==> config.mk <==
export PLATFORM = sky130hd
export DESIGN_NAME = lfu_counter_decay_core_flat
export DESIGN_NICKNAME = d
export VERILOG_FILES = /design/src/rtl/lcd_pkg.sv /design/src/rtl/lcd_if.sv /design/src/rtl/lfu_counter_decay_core.sv /design/src/rtl/lcd_front.sv /design/src/rtl/lcd_div_cell.sv /design/src/rtl/lcd_finish.sv /design/src/flat_wrapper.sv
export SDC_FILE = /design/constraint.sdc
export NUM_CORES = 1
export LEC_CHECK = 0
export ABC_AREA = 1
export ABC_CLOCK_PERIOD_IN_PS = 16500
export BUFFER_PORTS_ARGS = -buffer_cell sky130_fd_sc_hd__buf_4
export CORE_UTILIZATION = 64
export DETAILED_ROUTE_END_ITERATION = 6
export HOLD_SLACK_MARGIN = 0.12
export PLACE_DENSITY = 0.93
export SYNTH_ARGS = -nofsm -noshare
export SYNTH_HDL_FRONTEND = slang
export SYNTH_SLANG_ARGS = --single-unit
==> constraint.sdc <==
create_clock -name clk -period 16.5 [get_ports clk]
set_input_delay 0 -clock clk [delete_from_list [all_inputs] [get_ports clk]]
set_output_delay 0 -clock clk [all_outputs]
set_load 0.05 [all_outputs]
==> src/rtl/lcd_pkg.sv <==
// ----------------------------------------------------------------------------
// lcd_pkg
// shared types and constants of the lfu counter decay block
// ----------------------------------------------------------------------------
package lcd_pkg;

  // counter and quotient widths
  localparam int COUNT_W = 8;
  localparam int QUOT_W  = 9;   // eight quotient bits plus one saturation bit

  // number of division cells, one per quotient bit
  localparam int DIV_CELLS = QUOT_W;

  // configuration port
  localparam int CFG_DATA_W = 32;
  localparam int CFG_ADDR_W = 2;
  localparam int PERIOD_W   = 32;

  localparam logic [PERIOD_W-1:0] PERIOD_RESET = 32'd1;

  localparam logic [COUNT_W-1:0] SENTINEL_COUNTER = 8'd127;
  localparam logic [COUNT_W-1:0] PERIOD_CAP       = 8'd255;

  // per-item side data that travels along the cell chain
  typedef struct packed {
    logic               sentinel;
    logic [COUNT_W-1:0] counter;
    logic               last;
    logic [QUOT_W-1:0]  quot;
  } side_t;

endpackage

==> src/rtl/lcd_if.sv <==
// ----------------------------------------------------------------------------
// lcd_if
// valid/ready channels carrying input and result items
// ----------------------------------------------------------------------------
interface lcd_in_if #(
  parameter int TIME_WIDTH = 32
);
  logic                          valid;
  logic                          ready;
  logic [TIME_WIDTH-1:0]         last_access_time;
  logic [lcd_pkg::COUNT_W-1:0]   counter_in;
  logic [TIME_WIDTH-1:0]         now_time;
  logic                          last_in_batch;

  modport source (
    output valid, last_access_time, counter_in, now_time, last_in_batch,
    input  ready
  );
  modport sink (
    input  valid, last_access_time, counter_in, now_time, last_in_batch,
    output ready
  );
endinterface

interface lcd_out_if;
  logic                          valid;
  logic                          ready;
  logic [lcd_pkg::COUNT_W-1:0]   counter_out;
  logic                          last_out;

  modport source (
    output valid, counter_out, last_out,
    input  ready
  );
  modport sink (
    input  valid, counter_out, last_out,
    output ready
  );
endinterface

==> src/rtl/lfu_counter_decay_core.sv <==
// pipeline: an accepted item passes the registered entry stage, nine
//   division cells and output stage before its result is valid
// throughput: one item per cycle; the whole chain advances together and
//   holds only while a valid result waits at the output
// reset: synchronous, active high; clears all valid flags and sets the
//   decay period to 1, no clearing pass
// ----------------------------------------------------------------------------
// lfu_counter_decay_core
// ages an lfu counter by whole decay periods elapsed since last access
// ----------------------------------------------------------------------------
module lfu_counter_decay_core #(
  parameter int TIME_WIDTH = 32
) (
  input  logic                           clk,
  input  logic                           rst,
  lcd_in_if.sink                         in_ch,
  lcd_out_if.source                      out_ch,
  input  logic                           psel,
  input  logic                           penable,
  input  logic                           pwrite,
  input  logic [lcd_pkg::CFG_ADDR_W-1:0] paddr,
  input  logic [lcd_pkg::CFG_DATA_W-1:0] pwdata,
  output logic [lcd_pkg::CFG_DATA_W-1:0] prdata,
  output logic                           pready
);

  localparam int NCELL = lcd_pkg::DIV_CELLS;

  // configuration register and its effective divisor (zero acts as one)
  logic [lcd_pkg::PERIOD_W-1:0] decay_period;
  logic [lcd_pkg::PERIOD_W-1:0] divisor;
  logic                         cfg_write;

  // chain stage 0 is the entry stage, stage k+1 is after division cell k
  logic                  valid_c [NCELL+1];
  lcd_pkg::side_t        side_c  [NCELL+1];
  logic [TIME_WIDTH-1:0] rem_c   [NCELL+1];

  logic en;

  // only one register, so the byte address within the word is ignored
  assign cfg_write = psel && penable && pwrite && (paddr[lcd_pkg::CFG_ADDR_W-1:0] == paddr);
  assign pready    = 1'b1;
  assign prdata    = decay_period;

  always_ff @(posedge clk) begin
    if (rst) begin
      decay_period <= lcd_pkg::PERIOD_RESET;
      divisor      <= lcd_pkg::PERIOD_RESET;
    end else if (cfg_write) begin
      decay_period <= pwdata;
      divisor      <= (pwdata == '0) ? lcd_pkg::PERIOD_RESET : pwdata;
    end
  end

  // whole chain advances unless a result is stalled at the output register
  assign en           = !out_ch.valid || out_ch.ready;
  assign in_ch.ready  = en;

  // entry stage: elapsed time, sentinel flag
  lcd_front #(
    .TIME_WIDTH (TIME_WIDTH)
  ) u_front (
    .clk              (clk),
    .rst              (rst),
    .en               (en),
    .valid_i          (in_ch.valid),
    .last_access_time (in_ch.last_access_time),
    .counter_in       (in_ch.counter_in),
    .now_time         (in_ch.now_time),
    .last_in_batch    (in_ch.last_in_batch),
    .valid_o          (valid_c[0]),
    .side_o           (side_c[0]),
    .rem_o            (rem_c[0])
  );

  // division cells, most significant quotient bit first; the top bit
  // flags a period count of 256 or more, which saturates
  for (genvar k = 0; k < NCELL; k++) begin : g_cell
    lcd_div_cell #(
      .TIME_WIDTH (TIME_WIDTH),
      .SHIFT      (NCELL - 1 - k)
    ) u_cell (
      .clk     (clk),
      .rst     (rst),
      .en      (en),
      .divisor (divisor),
      .valid_i (valid_c[k]),
      .side_i  (side_c[k]),
      .rem_i   (rem_c[k]),
      .valid_o (valid_c[k+1]),
      .side_o  (side_c[k+1]),
      .rem_o   (rem_c[k+1])
    );
  end

  // output stage: saturate, subtract with clamp at zero, sentinel value
  lcd_finish u_finish (
    .clk         (clk),
    .rst         (rst),
    .en          (en),
    .valid_i     (valid_c[NCELL]),
    .side_i      (side_c[NCELL]),
    .valid_o     (out_ch.valid),
    .counter_out (out_ch.counter_out),
    .last_out    (out_ch.last_out)
  );

endmodule

==> src/rtl/lcd_front.sv <==
// ----------------------------------------------------------------------------
// lcd_front
// entry stage: elapsed time and sentinel detection
// ----------------------------------------------------------------------------
module lcd_front #(
  parameter int TIME_WIDTH = 32
) (
  input  logic                        clk,
  input  logic                        rst,
  input  logic                        en,
  input  logic                        valid_i,
  input  logic [TIME_WIDTH-1:0]       last_access_time,
  input  logic [lcd_pkg::COUNT_W-1:0] counter_in,
  input  logic [TIME_WIDTH-1:0]       now_time,
  input  logic                        last_in_batch,
  output logic                        valid_o,
  output lcd_pkg::side_t              side_o,
  output logic [TIME_WIDTH-1:0]       rem_o
);

  always_ff @(posedge clk) begin
    if (rst) begin
      valid_o <= 1'b0;
    end else if (en) begin
      valid_o <= valid_i;
    end
  end

  // elapsed wraps modulo 2^TIME_WIDTH
  always_ff @(posedge clk) begin
    if (en) begin
      rem_o           <= now_time - last_access_time;
      side_o.sentinel <= &last_access_time;
      side_o.counter  <= counter_in;
      side_o.last     <= last_in_batch;
      side_o.quot     <= '0;
    end
  end

endmodule

==> src/rtl/lcd_div_cell.sv <==
// ----------------------------------------------------------------------------
// lcd_div_cell
// one restoring division step: one quotient bit per cell
// ----------------------------------------------------------------------------
module lcd_div_cell #(
  parameter int TIME_WIDTH = 32,
  parameter int SHIFT      = 0
) (
  input  logic                         clk,
  input  logic                         rst,
  input  logic                         en,
  input  logic [lcd_pkg::PERIOD_W-1:0] divisor,
  input  logic                         valid_i,
  input  lcd_pkg::side_t               side_i,
  input  logic [TIME_WIDTH-1:0]        rem_i,
  output logic                         valid_o,
  output lcd_pkg::side_t               side_o,
  output logic [TIME_WIDTH-1:0]        rem_o
);

  localparam int MAX_W = (TIME_WIDTH > lcd_pkg::PERIOD_W) ? TIME_WIDTH : lcd_pkg::PERIOD_W;
  localparam int CMP_W = MAX_W + lcd_pkg::QUOT_W;

  logic [CMP_W-1:0]      shifted;
  logic [CMP_W-1:0]      rem_wide;
  logic                  ge;
  logic [TIME_WIDTH-1:0] rem_next;

  always_comb begin
    shifted  = CMP_W'(divisor) << SHIFT;
    rem_wide = CMP_W'(rem_i);
    ge       = rem_wide >= shifted;
    // when ge holds the shifted divisor fits in TIME_WIDTH bits
    rem_next = ge ? (rem_i - shifted[TIME_WIDTH-1:0]) : rem_i;
  end

  always_ff @(posedge clk) begin
    if (rst) begin
      valid_o <= 1'b0;
    end else if (en) begin
      valid_o <= valid_i;
    end
  end

  always_ff @(posedge clk) begin
    if (en) begin
      rem_o           <= rem_next;
      side_o.sentinel <= side_i.sentinel;
      side_o.counter  <= side_i.counter;
      side_o.last     <= side_i.last;
      side_o.quot     <= {side_i.quot[lcd_pkg::QUOT_W-2:0], ge};
    end
  end

endmodule

==> src/rtl/lcd_finish.sv <==
// ----------------------------------------------------------------------------
// lcd_finish
// saturate period count, subtract with clamp, sentinel select
// ----------------------------------------------------------------------------
module lcd_finish (
  input  logic                        clk,
  input  logic                        rst,
  input  logic                        en,
  input  logic                        valid_i,
  input  lcd_pkg::side_t              side_i,
  output logic                        valid_o,
  output logic [lcd_pkg::COUNT_W-1:0] counter_out,
  output logic                        last_out
);

  logic [lcd_pkg::COUNT_W-1:0] periods;
  logic [lcd_pkg::COUNT_W-1:0] result;

  always_comb begin
    periods = side_i.quot[lcd_pkg::QUOT_W-1] ? lcd_pkg::PERIOD_CAP
                                             : side_i.quot[lcd_pkg::COUNT_W-1:0];
    if (side_i.sentinel) begin
      result = lcd_pkg::SENTINEL_COUNTER;
    end else if (periods > side_i.counter) begin
      result = '0;
    end else begin
      result = side_i.counter - periods;
    end
  end

  always_ff @(posedge clk) begin
    if (rst) begin
      valid_o <= 1'b0;
    end else if (en) begin
      valid_o <= valid_i;
    end
  end

  always_ff @(posedge clk) begin
    if (en) begin
      counter_out <= result;
      last_out    <= side_i.last;
    end
  end

endmodule

==> src/flat_wrapper.sv <==
// flat-port wrapper written by rule: the top's interface ports become plain ports
module lfu_counter_decay_core_flat 
#(
  parameter int TIME_WIDTH = 32
)
  (clk, rst, psel, penable, pwrite, paddr, pwdata, prdata, pready, in_ch_valid, in_ch_last_access_time, in_ch_counter_in, in_ch_now_time, in_ch_last_in_batch, in_ch_ready, out_ch_valid, out_ch_counter_out, out_ch_last_out, out_ch_ready);
  lcd_in_if #(.TIME_WIDTH(TIME_WIDTH)) in_ch_i ();
  lcd_out_if out_ch_i ();
  input  logic clk;
  input  logic rst;
  input  logic psel;
  input  logic penable;
  input  logic pwrite;
  input  logic [lcd_pkg::CFG_ADDR_W-1:0] paddr;
  input  logic [lcd_pkg::CFG_DATA_W-1:0] pwdata;
  output logic [lcd_pkg::CFG_DATA_W-1:0] prdata;
  output logic pready;
  input wire logic [$bits(in_ch_i.valid)-1:0] in_ch_valid;
  input wire logic [$bits(in_ch_i.last_access_time)-1:0] in_ch_last_access_time;
  input wire logic [$bits(in_ch_i.counter_in)-1:0] in_ch_counter_in;
  input wire logic [$bits(in_ch_i.now_time)-1:0] in_ch_now_time;
  input wire logic [$bits(in_ch_i.last_in_batch)-1:0] in_ch_last_in_batch;
  output wire logic [$bits(in_ch_i.ready)-1:0] in_ch_ready;
  output wire logic [$bits(out_ch_i.valid)-1:0] out_ch_valid;
  output wire logic [$bits(out_ch_i.counter_out)-1:0] out_ch_counter_out;
  output wire logic [$bits(out_ch_i.last_out)-1:0] out_ch_last_out;
  input wire logic [$bits(out_ch_i.ready)-1:0] out_ch_ready;
  assign in_ch_i.valid = in_ch_valid;
  assign in_ch_i.last_access_time = in_ch_last_access_time;
  assign in_ch_i.counter_in = in_ch_counter_in;
  assign in_ch_i.now_time = in_ch_now_time;
  assign in_ch_i.last_in_batch = in_ch_last_in_batch;
  assign in_ch_ready = in_ch_i.ready;
  assign out_ch_valid = out_ch_i.valid;
  assign out_ch_counter_out = out_ch_i.counter_out;
  assign out_ch_last_out = out_ch_i.last_out;
  assign out_ch_i.ready = out_ch_ready;
  lfu_counter_decay_core #(.TIME_WIDTH(TIME_WIDTH)) u_core (.clk(clk), .rst(rst), .in_ch(in_ch_i), .out_ch(out_ch_i), .psel(psel), .penable(penable), .pwrite(pwrite), .paddr(paddr), .pwdata(pwdata), .prdata(prdata), .pready(pready));
endmodule
==> impl_metrics.yaml, run 1 <==
floorplanning:
  die_y_um: 249
  core_area_um2: 60400
  fp-row-count: 90
  initial_core_util: 0.647
  die_w_um: 249
  die_area_um2: 62000
  ios: 158
setup_path:
  path_max_fanout: 43
  timing.rr.start: "u_core.divisor[1]"
  cp-end-kind: "flip-flop"
  cp_data_arrival_time_ns: 5.00
  path_class: "flip-flop to flip-flop"
  required_ns: 16.85
  worstReg2RegEnd: "u_core.g_cell[2].u_cell.rem_o[28]"
  ff2ff_path_depth: 13
  crit_path_start_kind: "flip-flop"
  reg2reg_setup_slack_ns: 11.85
clocking:
  cts.sinks: 517
  hold_buffers: 135
  cts_buffers: 54
  cts_setup_buffers: 0
  cts_root_buf: "clkbuf_16"
  clock_latency_ns: 0.65
  cts_tree: "yes"
  ctsResizeCount: 0
  h-tree-depth: 2
  cts_buffer_depth: 3
  clk_pin_slew_ns: 0.07
global_route:
  grt.overflow.total: 0
  gr-usage-all-layers: 0.412
  grt_pass1_wl_um: 198000
  grt_antenna_before_repair: 5
  grt_start_max_net_pins: 126
  grt_pass1_vias: 36800
timing:
  finalSetupTns_ns: 0
  tightest_slew_ns: 1.22
  layout_min_cycle_time_ns: 4.65
  rsz0062_at_grt: "false"
  drv_slew: 0
  finalClockSkew_ns: 0.0405
  finalHoldViolations: 0
  maxSlewHeadroom: 0.189
  hold_slack_ns: 0.155
  finalSetupViolations: 0
  post-route-period-util: 0.282
  fmax_mhz: 215
placement:
  dp_hpwl_um: 93500
  gp_congestion: 1.04
  port_buffers: 154
yosys:
  synth_top_area_share: 0.340
  yosysSeqAreaShare: 0.378
  ys_ff_latch: 517
  yosys_warnings: 0
  synth_area_leaders: "edfxtp_1, nand2_1, ha_1"
  syn_avg_cell_area_um2: 7.06
  synth_edf_count: 442
  ys.flop_type: "edfxtp_1"
  synth_nets: 5953
  yosys.area.top_type: "edfxtp_1"
  synth.cell_area_um2: 39100
  syn_inst: 5538
  synth_cell_types: 46
  ys_async_sr_fraction: 0
detailed_routing:
  wl_per_cell_um: 19.4
  ant_nets: 0
  drc: 0
  drtIter0Drc: 3830
  totalWireLength_um: 129000
  vias: 38400
  viasPerCell: 5.77
  drt_pre_antenna_iters: 7
hold_path:
  hp-class: "input pin to flip-flop"
  whs_endpoint: "u_core.u_front.rem_o[23]"
  min-delay-start: "in_ch_last_access_time[23]"
  whs_path_depth: 6
cells_and_area:
  syn_to_final_growth_pct: 13.0
  final_common_cell: "nand2_1"
  nets: 6241
  drive_gt1_frac: 0.0545
  layout_common_cells: "nand2_1, inv_1, nand3_1"
power:
  power_density_nw_per_um2: 202
  ir_drop_uv: 120
  p_leak_nw: 23.1
outcome:
  status: "finished, final reports clean"
flow_run:
  max_cap_violations: 0
final cells by class:
cell class,instances,area (um^2)
Timing Repair Buffer,313,2690
Inverter,965,3630
Antenna cell,3,7.51
Multi-Input combinational cell,3975,20200
Fill cell,4791,16200
Tap cell,782,978
Clock buffer,66,1480
Sequential cell,517,14800
Clock inverter,35,359
report_power, final:
group | leakage, nW | internal [mW] | switching (mW)
registers | 5.41 | 2.05 | 0.314
clock network | 0.888 | 0.708 | 0.548
logic | 16.8 | 1.73 | 3.56
synthesized netlist by cell type, types with 16 or more instances:
cell type and n:
nand3_1 458, inv_1 964, nand4_1 117, nand3b_1 22, dfxtp_1 75, o21ai_0 63
o21ai_1 25, ha_1 291, xor2_1 111, nor2_1 349, o21ai_2 16, a21oi_1 268
edfxtp_1 442, nand2_1 2069, clkbuf_1 29, nor4_1 21, nor3_1 44, xnor2_1 16
buf_2 22
sequential cells by signal (all words and copies together), names as in the netlist:
signal and count:
u_core.divisor 32, u_core.u_front.rem_o 32, u_core.g_cell.u_cell.side_o 135, u_core.g_cell.u_cell.valid_o 9, u_core.u_finish.valid_o 1, u_core.g_cell.u_cell.rem_o 256
u_core.u_front.valid_o 1, u_core.u_finish.last_out 1, u_core.u_finish.counter_out 8, u_core.u_front.side_o 10, u_core.prdata 32
stage by stage:
step | power [mW] | setup slack (ns) | cell area [um^2] | instances | utilization
after global placement | 7.32 | 12.01 | 41000 | 6417 | 0.679
final | 8.91 | 11.85 | 44200 | 6656 | 0.732
after CTS | 8.74 | 11.96 | 44100 | 6653 | 0.731
after detailed placement | 7.43 | 11.98 | 41000 | 6417 | 0.679
after floorplan | 6.07 | 2.29 | 39100 | 5538 | -
after global routing | 9.59 | 11.67 | 44200 | 6655 | 0.732
cells by family (layout without fill, tap and decap cells):
group,after synthesis,after routing,share of synthesized area
flops,517,517,0.378
other cells,1,4,0.0000960
buf+inv,1046,1379,0.104
simple gates,3137,3137,0.334
fa+ha+maj,301,301,0.0983
xor+xnor,127,127,0.0285
compound gates,409,409,0.0565
critical path, cell delays in order, from the launching register on:
cell,delay [ns]
dfxtp_1,0.78
inv_1,0.31
buf_4,0.34
fa_1,0.53
nand3_1,0.10
nand3_1,0.18
nand2_1,0.11
nand2_1,0.15
nand2_1,0.10
nand2_1,0.09
nand2_1,0.32
nand3_2,0.78
nand3_1,0.44
nand2_1,0.11
metal layers:
layer / part of all wire / wire length (um) / GRT usage / up-vias
met4: 0.088 / 11300 / 0.309 / 2
met3: 0.093 / 12000 / 0.0784 / 681
met2: 0.45 / 57900 / 0.671 / 2143
li1: - / - / - / 18300
met1: 0.37 / 47800 / 0.485 / 17300
met5: 0.000085 / 11 / 0 / -
worst max-delay path by stage:
stage / startpoint / end / slack [ns] / cells after the start
after global routing: u_core.divisor[1] / u_core.g_cell[2].u_cell.rem_o[28] / 11.67 / 13
after detailed placement: u_core.divisor[1] / u_core.g_cell[2].u_cell.rem_o[28] / 11.98 / 13
final: u_core.divisor[1] / u_core.g_cell[2].u_cell.rem_o[28] / 11.85 / 13
after global placement: u_core.divisor[1] / u_core.g_cell[2].u_cell.rem_o[28] / 12.01 / 13
after CTS: u_core.divisor[1] / u_core.g_cell[2].u_cell.rem_o[28] / 11.96 / 13
after floorplan: u_core.u_finish.valid_o / u_core.g_cell[0].u_cell.rem_o[0] / 2.29 / 4
Note: power is estimated with default switching activity, not from simulation.
==> run 2, diff against run 1 <==
Settings changed: ABC_CLOCK_PERIOD_IN_PS 16500 to 4200, CORE_UTILIZATION 64 to 58, PLACE_DENSITY 0.93 to 0.9.
Clock period 16.5 ns to 4.2 ns, I/O delays scaled along.
==> impl_metrics.yaml, run 2 (synthesized netlist as in run 1, its figures left out) <==
outcome:
  status: "finished, final reports clean"
floorplanning:
  initial_core_util: 0.590
  die_y_um: 262
  die_w_um: 262
  die_area_um2: 68400
  core_area_um2: 66200
  fp-row-count: 94
  ios: 158
setup_path:
  crit_buf_inv: 4
  crit_path_start_kind: "input pin"
  path_class: "input pin to flip-flop"
  reg2reg_setup_slack_ns: 0.74
  timing.rr.start: "u_core.divisor[8]"
  path_common_cell: "nand2_1"
  ff2ff_path_depth: 11
  cp_data_arrival_time_ns: 3.87
  cp-end-kind: "flip-flop"
  max_stage_delay_ns: 0.58
  cp_cell_sequence: "dlygate4sd3_1 > buf_4 > ha_1 > fa_1 > o21ai_0 > nand2_1 > nand2_1 > nand3_1 > nand2_1 > nand2_1 > nand3_1 > dlygate4sd3_1 > nand2_1 > dlygate4sd3_1"
  critPathSlowestCell: "o21ai_0"
  cp_top_family: "buffers and inverters"
  path_max_fanout: 4
  worstReg2RegEnd: "u_core.g_cell[6].u_cell.rem_o[2]"
  required_ns: 4.59
cells_and_area:
  layout_common_cells: "nand2_1, inv_1, nand3_1"
  syn_to_final_growth_pct: 14.1
  largest_register_ffs: 256
  fillerInstances: 5477
  num_antenna_cells: 0
  top_regs: "u_core.g_cell.u_cell.rem_o (256), u_core.g_cell.u_cell.side_o (135)"
  regMostFlops: "u_core.g_cell.u_cell.rem_o"
  drive_gt1_frac: 0.0585
  nets: 6280
  final_common_cell: "nand2_1"
detailed_routing:
  ant_nets: 0
  drtIter0Drc: 4721
  drt_pre_antenna_iters: 6
  totalWireLength_um: 127000
  viasPerCell: 5.66
  drc: 0
  wl_per_cell_um: 18.8
  vias: 38400
global_route:
  grt_pass1_vias: 35400
  gr-usage-all-layers: 0.367
  grt_antenna_before_repair: 1
  grt.overflow.total: 0
  grt_pass1_wl_um: 193000
  grt_start_max_net_pins: 123
power:
  seq_power_share: 0.269
  power_density_nw_per_um2: 785
  ir_drop_uv: 406
  p_sw_mw: 17.1
  p_leak_nw: 23.3
  combPwrFrac: 0.586
  internal_power_mw: 17.9
  swShare: 0.489
  power_frac_clock: 0.145
  power_mw: 35.0
timing:
  finalHoldViolations: 0
  finalSetupViolations: 0
  post-route-period-util: 0.831
  fmax_mhz: 287
  drv_slew: 0
  maxSlewHeadroom: 0.251
  layout_min_cycle_time_ns: 3.49
  setup_ws_ns: 0.711
  rsz0062_at_grt: "false"
  finalClockSkew_ns: 0.0237
  finalSetupTns_ns: 0
  tightest_slew_ns: 1.12
placement:
  post-place-ws_ns: 0.894
  port_buffers: 154
  gp_congestion: 1.03
  dp_hpwl_um: 93100
clocking:
  cts_buffer_depth: 3
  ctsResizeCount: 0
  cts_root_buf: "clkbuf_16"
  clk_pin_slew_ns: 0.06
  cts_tree: "yes"
  cts_setup_buffers: 0
  hold_buffers: 138
  h-tree-depth: 2
  clock_latency_ns: 0.64
  cts_buffers: 56
  cts.sinks: 517
hold_path:
  whs_endpoint: "u_core.u_front.rem_o[5]"
  min-delay-start: "in_ch_last_access_time[4]"
  whs_path_depth: 6
  hp-class: "input pin to flip-flop"
flow_run:
  max_cap_violations: 0
-- run 2: cell type report --
type	instances	area [um^2]	share of cell area
multi-input cells	3975	20200	0.454
clock buffers	76	1530	0.0343
inverters	965	3630	0.0814
flip-flops and latches	517	14800	0.331
clock inverters	28	338	0.00757
repair buffers	350	3010	0.0675
well taps	864	1080	0.0242
-- run 2: layer usage --
| metal | vias to the layer above | GRT usage | wire length, um |
|---|---|---|---|
| met5 | - | 0 | 11 |
| met4 | 2 | 0.206 | 8140 |
| met3 | 475 | 0.0653 | 13400 |
| met2 | 2130 | 0.580 | 56400 |
| met1 | 17400 | 0.477 | 49500 |
| li1 | 18400 | - | - |
-- run 2: worst max path at each step --
stage,from,endpoint,cells after the start
floorplan,u_core.u_finish.valid_o,u_core.g_cell[0].u_cell.rem_o[0],4
global placement,u_core.divisor[8],u_core.g_cell[3].u_cell.rem_o[26],12
detailed placement,u_core.divisor[8],u_core.g_cell[3].u_cell.rem_o[25],12
CTS,u_core.divisor[8],u_core.g_cell[3].u_cell.rem_o[28],12
global route,in_ch_last_access_time[0],u_core.u_front.rem_o[30],14
finish,in_ch_last_access_time[0],u_core.u_front.rem_o[30],14
-- run 2: power by group through the flow --
stage / Combinational (mW) / Sequential (mW) / Clock [mW]
after floorplan: 15.1 / 8.78 / 0
after global placement: 19.1 / 9.40 / 0
after detailed placement: 19.7 / 9.42 / 0
after CTS: 19.9 / 9.35 / 5.10
after global routing: 23.0 / 9.46 / 5.32
final: 20.5 / 9.42 / 5.07
-- run 2: worst register-to-register path, cell delays in order, from the launching register on --
cell,delay [ns]
dfxtp_1,0.36
inv_1,0.50
ha_1,0.62
nand2_1,0.11
nor2_1,0.11
buf_4,0.15
nand2_1,0.09
nor3b_1,0.39
nand3_1,0.13
nand3_1,0.34
buf_4,0.29
o21ai_0,0.10
-- run 2: metrics by stage --
stage,instance area [um^2],utilization,std cells,hold WS [ns]
global placement,41400,0.625,6533,0.178
floorplan,39100,-,5538,0.0989
global route,44600,0.674,6775,0.230
finish,44600,0.674,6775,0.177
CTS,44600,0.674,6775,0.153
detailed placement,41400,0.625,6533,0.180
